==> config.mk <==
export PLATFORM = sky130hd
export DESIGN_NAME = hysteresis_extrema_memory
export DESIGN_NICKNAME = d
export VERILOG_FILES = /design/src/design/hem_pkg.sv /design/src/design/hem_cell.sv /design/src/design/hysteresis_extrema_memory.sv
export SDC_FILE = /design/constraint.sdc
export NUM_CORES = 2
export LEC_CHECK = 0
export ABC_CLOCK_PERIOD_IN_PS = 11200
export BUFFER_PORTS_ARGS = -buffer_cell sky130_fd_sc_hd__buf_2
export CAP_MARGIN = 20
export CORE_MARGIN = 8
export CORE_UTILIZATION = 65
export CTS_CLUSTER_SIZE = 40
export DETAILED_ROUTE_END_ITERATION = 8
export PLACE_DENSITY_LB_ADDON = 0.12
export REMOVE_ABC_BUFFERS = 1
export SLEW_MARGIN = 20
export SYNTH_ARGS = -nofsm -noshare
export SYNTH_HDL_FRONTEND = slang
export SYNTH_SLANG_ARGS = --single-unit
==> constraint.sdc <==
create_clock -name clk -period 11.2 [get_ports clk]
set_input_delay 1.12 -clock clk [delete_from_list [all_inputs] [get_ports clk]]
set_output_delay 1.12 -clock clk [all_outputs]
set_load 0.05 [all_outputs]
==> src/design/hem_pkg.sv <==
// ----------------------------------------------------------------------------
// hem_pkg
// shared widths, types and codes for the hysteresis extrema memory
// ----------------------------------------------------------------------------
package hem_pkg;

  localparam int DEPTH    = 32;
  localparam int SAMPLE_W = 16;
  localparam int IDX_W    = $clog2(DEPTH);
  localparam int LEN_W    = $clog2(DEPTH + 1);

  typedef logic signed [SAMPLE_W-1:0] sample_t;

  localparam sample_t THRESHOLD_RESET = sample_t'(-10);

  typedef enum logic [1:0] {
    S_IDLE,
    S_CMP,
    S_UPD,
    S_OUT
  } fsm_state_t;

  // what one sample does to the list
  typedef enum logic [2:0] {
    CASE_OFF,
    CASE_TOP,
    CASE_BOTTOM,
    CASE_RISE,
    CASE_FALL,
    CASE_HOLD
  } upd_case_t;

  typedef enum logic [1:0] {
    CELL_IDLE,
    CELL_CMP,
    CELL_UPD,
    CELL_ROT
  } cell_op_t;

  typedef struct packed {
    cell_op_t         op;
    upd_case_t        upd_case;
    logic [LEN_W-1:0] len;
    logic             found;
    logic             append_ok;
  } cell_ctrl_t;

endpackage

==> src/design/hem_cell.sv <==
// ----------------------------------------------------------------------------
// hem_cell
// one list entry: compare against the sample, wipe/write, rotate for readout
// ----------------------------------------------------------------------------
module hem_cell import hem_pkg::*; (
  input  logic             clk,
  input  cell_ctrl_t       ctrl,
  input  logic [IDX_W-1:0] cell_idx,
  input  sample_t          u,
  input  sample_t          next_value,
  input  sample_t          head_value,
  input  logic             wipe_in,
  output logic             wipe_out,
  output logic             first_hit,
  output sample_t          value
);

  sample_t          value_r, value_nxt;
  logic             hit_r, hit_nxt;
  logic             in_len;
  logic             is_tail;
  logic             is_append;
  logic [LEN_W-1:0] pos;

  assign pos       = {1'b0, cell_idx};
  assign in_len    = pos < ctrl.len;
  assign is_tail   = pos == LEN_W'(ctrl.len - LEN_W'(1));
  assign is_append = !ctrl.found && ctrl.append_ok && (pos == ctrl.len);

  // prefix chain: first reached entry of the right parity wins
  assign first_hit = hit_r && !wipe_in;
  assign wipe_out  = wipe_in || hit_r;
  assign value     = value_r;

  always_comb begin
    value_nxt = value_r;
    hit_nxt   = hit_r;
    unique case (ctrl.op)
      CELL_IDLE: ;
      CELL_CMP: begin
        if (cell_idx[0]) begin
          hit_nxt = in_len && (ctrl.upd_case == CASE_FALL) && (value_r >= u);
        end else begin
          hit_nxt = in_len && (ctrl.upd_case == CASE_RISE) && (value_r <= u);
        end
      end
      CELL_UPD: begin
        case (ctrl.upd_case) inside
          CASE_TOP: begin
            if (cell_idx == IDX_W'(0)) value_nxt = u;
          end
          CASE_BOTTOM: begin
            if (cell_idx == IDX_W'(1)) value_nxt = u;
          end
          CASE_RISE, CASE_FALL: begin
            if (first_hit || is_append) value_nxt = u;
          end
          default: ;
        endcase
      end
      CELL_ROT: begin
        if (in_len) value_nxt = is_tail ? head_value : next_value;
      end
      default: ;
    endcase
  end

  always_ff @(posedge clk) begin
    value_r <= value_nxt;
    hit_r   <= hit_nxt;
  end

endmodule

==> src/design/hysteresis_extrema_memory.sv <==
// ----------------------------------------------------------------------------
// hysteresis_extrema_memory
// hysteresis memory kept as a list of alternating extrema with wipe-out
// ----------------------------------------------------------------------------
// order: a taken sample passes S_CMP and S_UPD; S_OUT then gives its beats
// input: a new sample is taken only in S_IDLE, after the last result beat of
//   the previous one; the readout gives one beat per list entry (one while
//   off), at most DEPTH, rotating the cell chain one entry per result beat
// reset: synchronous active-low; system off, list empty, threshold -10;
//   stored entries are not cleared
// ----------------------------------------------------------------------------
module hysteresis_extrema_memory import hem_pkg::*; (
  input  logic             clk,
  input  logic             rst_n,
  // configuration
  input  logic             cfg_wr_en,
  input  sample_t          cfg_wr_data,
  // sample input
  input  logic             in_valid,
  output logic             in_stall,
  input  sample_t          in_sample,
  // result beats, one per list entry
  output logic             out_valid,
  input  logic             out_stall,
  output sample_t          out_entry_value,
  output logic [IDX_W-1:0] out_entry_index,
  output logic             out_is_maximum,
  output logic [LEN_W-1:0] out_entry_count,
  output logic             out_system_on,
  output logic             out_overflow,
  output logic             out_last
);

  // control state
  fsm_state_t       state_r, state_nxt;
  sample_t          thr_r;
  logic             on_r, on_nxt;
  logic [LEN_W-1:0] len_r, len_nxt;
  logic             ovf_r, ovf_nxt;
  logic [IDX_W-1:0] idx_r, idx_nxt;
  upd_case_t        case_r, case_cmb;

  // payload
  sample_t          u_r;
  sample_t          back_r, back_nxt;   // last list entry, kept aside

  // cell chain
  cell_ctrl_t       cell_ctrl;
  sample_t          vals [DEPTH];
  logic             wipe_chain [DEPTH+1];
  logic [DEPTH-1:0] first_vec;
  logic             found;
  logic             append_ok;
  logic [LEN_W-1:0] hit_len;
  sample_t          gmin;

  logic             in_beat, out_beat, last_beat;

  assign in_beat   = in_valid && !in_stall;
  assign out_beat  = out_valid && !out_stall;
  assign found     = wipe_chain[DEPTH];
  assign append_ok = len_r < LEN_W'(DEPTH);

  // ---------------- cell chain ----------------
  assign wipe_chain[0] = 1'b0;

  for (genvar g = 0; g < DEPTH; g++) begin : g_cell
    sample_t next_v;
    if (g < DEPTH - 1) begin : g_mid
      assign next_v = vals[g+1];
    end else begin : g_end
      assign next_v = vals[0];   // last cell only ever wraps to the head
    end

    hem_cell u_cell (
      .clk        (clk),
      .ctrl       (cell_ctrl),
      .cell_idx   (IDX_W'(g)),
      .u          (u_r),
      .next_value (next_v),
      .head_value (vals[0]),
      .wipe_in    (wipe_chain[g]),
      .wipe_out   (wipe_chain[g+1]),
      .first_hit  (first_vec[g]),
      .value      (vals[g])
    );
  end

  // new length when an entry gets wiped: position of the winning cell plus one
  always_comb begin
    hit_len = '0;
    for (int k = 0; k < DEPTH; k++) begin
      if (first_vec[k]) hit_len = hit_len | LEN_W'(k + 1);
    end
  end

  // ---------------- classify the sample ----------------
  // global minimum is the second entry, or the only entry if just one
  assign gmin = (len_r >= LEN_W'(2)) ? vals[1] : vals[0];

  always_comb begin
    if (!on_r) begin
      case_cmb = (u_r > thr_r) ? CASE_TOP : CASE_OFF;   // turn-on acts like a new top
    end else if (u_r >= vals[0]) begin
      case_cmb = CASE_TOP;
    end else if (u_r <= gmin) begin
      case_cmb = CASE_BOTTOM;
    end else if (u_r > back_r) begin
      case_cmb = CASE_RISE;
    end else if (u_r < back_r) begin
      case_cmb = CASE_FALL;
    end else begin
      case_cmb = CASE_HOLD;   // repeat of the last entry
    end
  end

  // ---------------- fsm: next state ----------------
  always_comb begin
    state_nxt = state_r;
    unique case (state_r)
      S_IDLE: if (in_valid) state_nxt = S_CMP;
      S_CMP:  state_nxt = S_UPD;
      S_UPD:  state_nxt = S_OUT;
      S_OUT:  if (out_beat && last_beat) state_nxt = S_IDLE;
      default: state_nxt = S_IDLE;
    endcase
  end

  // ---------------- fsm: outputs ----------------
  always_comb begin
    in_stall            = 1'b1;
    out_valid           = 1'b0;
    cell_ctrl.op        = CELL_IDLE;
    cell_ctrl.upd_case  = case_r;
    cell_ctrl.len       = len_r;
    cell_ctrl.found     = found;
    cell_ctrl.append_ok = append_ok;
    unique case (state_r)
      S_IDLE: in_stall = 1'b0;
      S_CMP: begin
        cell_ctrl.op       = CELL_CMP;
        cell_ctrl.upd_case = case_cmb;
      end
      S_UPD:  cell_ctrl.op = CELL_UPD;
      S_OUT: begin
        out_valid = 1'b1;
        // rotate only while a real list is read out
        if (out_beat && case_r != CASE_OFF) cell_ctrl.op = CELL_ROT;
      end
      default: ;
    endcase
  end

  // ---------------- list bookkeeping ----------------
  always_comb begin
    on_nxt   = on_r;
    len_nxt  = len_r;
    ovf_nxt  = ovf_r;
    back_nxt = back_r;
    idx_nxt  = idx_r;
    if (state_r == S_UPD) begin
      ovf_nxt = 1'b0;
      idx_nxt = '0;
      case (case_r) inside
        CASE_TOP: begin
          on_nxt   = 1'b1;
          len_nxt  = LEN_W'(1);
          back_nxt = u_r;
        end
        CASE_BOTTOM: begin
          len_nxt  = LEN_W'(2);
          back_nxt = u_r;
        end
        CASE_RISE, CASE_FALL: begin
          if (found) begin
            len_nxt  = hit_len;
            back_nxt = u_r;
          end else if (append_ok) begin
            len_nxt  = LEN_W'(len_r + LEN_W'(1));
            back_nxt = u_r;
          end else begin
            ovf_nxt = 1'b1;   // list full, push dropped
          end
        end
        default: ;
      endcase
    end else if (out_beat) begin
      idx_nxt = IDX_W'(idx_r + IDX_W'(1));
    end
  end

  always_ff @(posedge clk) begin
    if (!rst_n) begin
      state_r <= S_IDLE;
      thr_r   <= THRESHOLD_RESET;
      on_r    <= 1'b0;
      len_r   <= '0;
      ovf_r   <= 1'b0;
      idx_r   <= '0;
      case_r  <= CASE_OFF;
    end else begin
      state_r <= state_nxt;
      if (cfg_wr_en) thr_r <= cfg_wr_data;
      on_r    <= on_nxt;
      len_r   <= len_nxt;
      ovf_r   <= ovf_nxt;
      idx_r   <= idx_nxt;
      if (state_r == S_CMP) case_r <= case_cmb;
    end
  end

  always_ff @(posedge clk) begin
    if (in_beat) u_r <= in_sample;
    back_r <= back_nxt;
  end

  // ---------------- result beat ----------------
  // head cell always holds the entry at idx_r during readout
  assign last_beat = (case_r == CASE_OFF) ||
                     ({1'b0, idx_r} == LEN_W'(len_r - LEN_W'(1)));

  always_comb begin
    if (case_r == CASE_OFF) begin
      out_entry_value = '0;
      out_entry_index = '0;
      out_is_maximum  = 1'b0;
      out_entry_count = '0;
    end else begin
      out_entry_value = vals[0];
      out_entry_index = idx_r;
      out_is_maximum  = !idx_r[0];
      out_entry_count = len_r;
    end
  end

  assign out_system_on = on_r;
  assign out_overflow  = ovf_r;
  assign out_last      = last_beat;

  // ---------------- assertions ----------------
  a_len_bound: assert property (@(posedge clk) disable iff (!rst_n)
    len_r <= LEN_W'(DEPTH))
    else $error("list length beyond depth");

  a_one_winner: assert property (@(posedge clk) disable iff (!rst_n)
    state_r == S_UPD |-> $onehot0(first_vec))
    else $error("more than one cell won the wipe");

  a_on_sticky: assert property (@(posedge clk) disable iff (!rst_n)
    on_r |=> on_r)
    else $error("system switched off after turn-on");

  a_readout_in_list: assert property (@(posedge clk) disable iff (!rst_n)
    out_valid && case_r != CASE_OFF |-> ({1'b0, idx_r} < len_r))
    else $error("readout index past list end");

  a_off_empty: assert property (@(posedge clk) disable iff (!rst_n)
    !on_r |-> len_r == '0)
    else $error("list holds entries while off");

endmodule

==> metrics.txt <==
status complete, no violations; hold_buf cts 0; cell area power density 208.0 nW/µm²; DRC Markers 0; Post-Route WL 142,400 µm; Skew-Pair Late Insertion Delay 0.63 ns; 1st-pass router iterations 7; Synth Area per Inst 9.238 µm²; die area 74,100 µm²; Hold Path Sink thr_r[13]$_SDFFE_PN1P_; die width 272.2 µm; final worst clock skew 0.02558 ns; DRT antenna net count 0; Final setup viols 0; initial antenna violation count 1; Buf/Inv on CP 2; number of synthesized register bits 610; Vias 37,920; Leakage Power 18.73 nW; FF-to-FF path depth 15; CP max stage delay 0.75 ns; number of enable flip-flop cells after synthesis 576; TNS Setup 0 ns; Core ar. 65,390 µm²; CTS Sinks 610; Setup CP Type register to register; max-slew violation count 0; unique cell type count in the Yosys netlist 84; CP max stage cell nor2_2; CP most frequent cell buf_4; Placement Rows 94; Peak VDD IR 0.0001416 V; Crit Path Max Fanout 25; Cells after Synth 4,619; Reg-to-Reg Start len_r[5]$_SDFFE_PN0P_; startpoint class of the critical path register; Routability Congestion 1.024; crit-path cells buf_4 -> nor2_1 -> nand2_1 -> nor2_4 -> mux2i_1 -> ha_1 -> nand4_1 -> a21oi_1 -> o221ai_1 -> a41oi_1 -> a21boi_1 -> a211o_1 -> mux2i_4 -> buf_4 -> nor2_2; CTS clk-pin slew, worst paths 0.06 ns; area delta synth->final 7.794%; max_cap viols 0; chip height 272.2 µm; vias per inst 6.950; flop-to-flop setup slack 5.43 ns; Overflow after GRT 0; Starting Density 65.25%; ratio of final minimum period to clock period 51.49%; Hold Path Depth 2; FFs w/ async S/R, synth 0%; RSZ-0062 raised after global routing no; All-Layer GR Usage 37.37%; Worst Max-Slew Pin Slew 1.122 ns; CTS Buf Count 70; leading cell type in the layout, fill and taps excluded nand2_1; 1st-iter DRT viols 4,785; min-delay src thr_r[13]$_SDFFE_PN1P_; Critical Path End Type register; CTS tree done; share of cells above drive strength 1 8.012%; Detailed Place HPWL 90,440 µm; CTS resizes 0; Final Hold Fails 0; H-tree Lvls 3; min Tclk post-route 5.766 ns; Req. time, crit path 11.43 ns; Synth Cell Area 42,670 µm²; R2R Path End g_cell[25].u_cell.value[0]$_DFFE_PP_; nets@finish 5,148; clock buffer depth 3; post-synthesis sequential area ratio 42.13%; Synth Warn # 0; Core Util, Final 70.34%; ant diodes 0; Worst Hold Class register to register; root buffer selected by CTS clkbuf_16; Worst slew margin 25.22%; pin count of the biggest net entering global routing 205; post-CTS setup repair buffer count 0; Max Clock Freq 0.1734 GHz; highest-count cells in the layout ignoring fill and taps nand2_1 (1,223), edfxtp_1 (576), ha_1 (570); Top delay family on crit path simple AND/OR/NAND/NOR gates; Port Buf Inserts 69; # IOs 70; Synth Flop Type edfxtp_1; routed length per placed instance 26.10 µm; number of global-route vias before repair 36,360; global-route wire length before repair 216,600 µm; critical path arrival 6.00 ns
[cell families (layout without fill, tap and decap cells)]
family	after synthesis	count (layout)	synth area share, %
AO/OA/AOI/OAI	1102	1102	16.62
multiplexers	29	29	0.7067
XOR/XNOR	14	14	0.3050
flip-flops	610	610	42.13
adder cells (fa/ha/maj)	571	571	16.74
buffers and inverters	417	391	4.105
AND/OR/NAND/NOR	1876	1876	19.39
[through the flow]
step / total power, W / std cells / instance area [µm²] / worst slack, ns / hold WS [ns]
floorplan: 0.005876 / 4322 / 41370 / -15.73 / 0.4604
global placement: 0.006924 / 5327 / 43530 / 5.129 / 0.4781
detailed placement: 0.007034 / 5328 / 43560 / 5.268 / 0.5000
CTS: 0.009419 / 5453 / 45880 / 5.216 / 0.5087
global route: 0.01001 / 5457 / 46000 / 5.227 / 0.5303
finish: 0.009567 / 5457 / 46000 / 5.434 / 0.5070
[worst min-delay path, cell delays in order, from the launching register on]
cell and delay [ns]:
dfxtp_1 0.30, inv_1 0.06, o211ai_1 0.09
[worst max-delay path by stage]
stage | slack (ns) | cells past startpoint | from | to
global route | 5.23 | 15 | len_r[5]$_SDFFE_PN0P_ | g_cell[4].u_cell.value[3]$_DFFE_PP_
CTS | 5.22 | 15 | len_r[5]$_SDFFE_PN0P_ | g_cell[4].u_cell.value[3]$_DFFE_PP_
global placement | 5.13 | 15 | len_r[5]$_SDFFE_PN0P_ | g_cell[17].u_cell.value[0]$_DFFE_PP_
finish | 5.43 | 15 | len_r[5]$_SDFFE_PN0P_ | g_cell[25].u_cell.value[0]$_DFFE_PP_
detailed placement | 5.27 | 15 | len_r[5]$_SDFFE_PN0P_ | g_cell[4].u_cell.value[2]$_DFFE_PP_
floorplan | -15.73 | 5 | out_stall | g_cell[10].u_cell.value[0]$_DFFE_PP_
[layer usage]
layer  track usage (%)  up-vias  share of wire [%]  wire, µm
met3             7.665      513                 12     17560
met5                 0        -                  0         0
li1                  -    16920                  -         -
met1             50.57    18050                 39     55310
met4             16.35        0                5.0      7069
met2             58.03     2438                 44     62510
[state kept, by name (all words and copies together) (netlist names)]
name	cells
case_r	3
out_system_on	1
g_cell.u_cell.hit_r	32
out_overflow	1
back_r	16
idx_r	5
len_r	6
u_r	16
thr_r	16
state_r	2
g_cell.u_cell.value	512
[synth_stat cells, types with 34 or more instances]
cell type	instances	share of area [%]
nand3_1	42	0.49
a21oi_1	159	1.9
edfxtp_1	576	41
buf_2	40	0.47
nand2_1	1223	11
a31oi_1	511	7.5
a21o_1	104	1.8
ha_1	571	17
inv_1	118	1.0
o21ai_0	127	1.5
nand4_1	120	1.8
clkbuf_1	214	1.9
and2_1	46	0.67
nor2_1	192	1.7
nor3_1	43	0.50
dfxtp_1	34	1.6
nand2b_1	35	0.51
nor2b_1	50	0.73
[where the power goes]
part,internal (W),total (W),switching [W],leakage [nW]
clock network,0.00141,0.00238,0.000977,1.13
logic,0.00116,0.00359,0.00243,12.0
registers,0.00324,0.00359,0.000354,5.55
total,0.00580,0.00957,0.00376,18.7
[area by class of cell]
type / instances / area (µm²)
clock buffer: 82 / 1839
clock inverter: 43 / 481.7
fill: 5115 / 19400
inverter: 120 / 450.4
multi-input combinational: 3592 / 23160
sequential: 610 / 17980
tap: 864 / 1081
timing repair buffer: 146 / 1008
No activity file was read; power rests on OpenSTA's default activity.
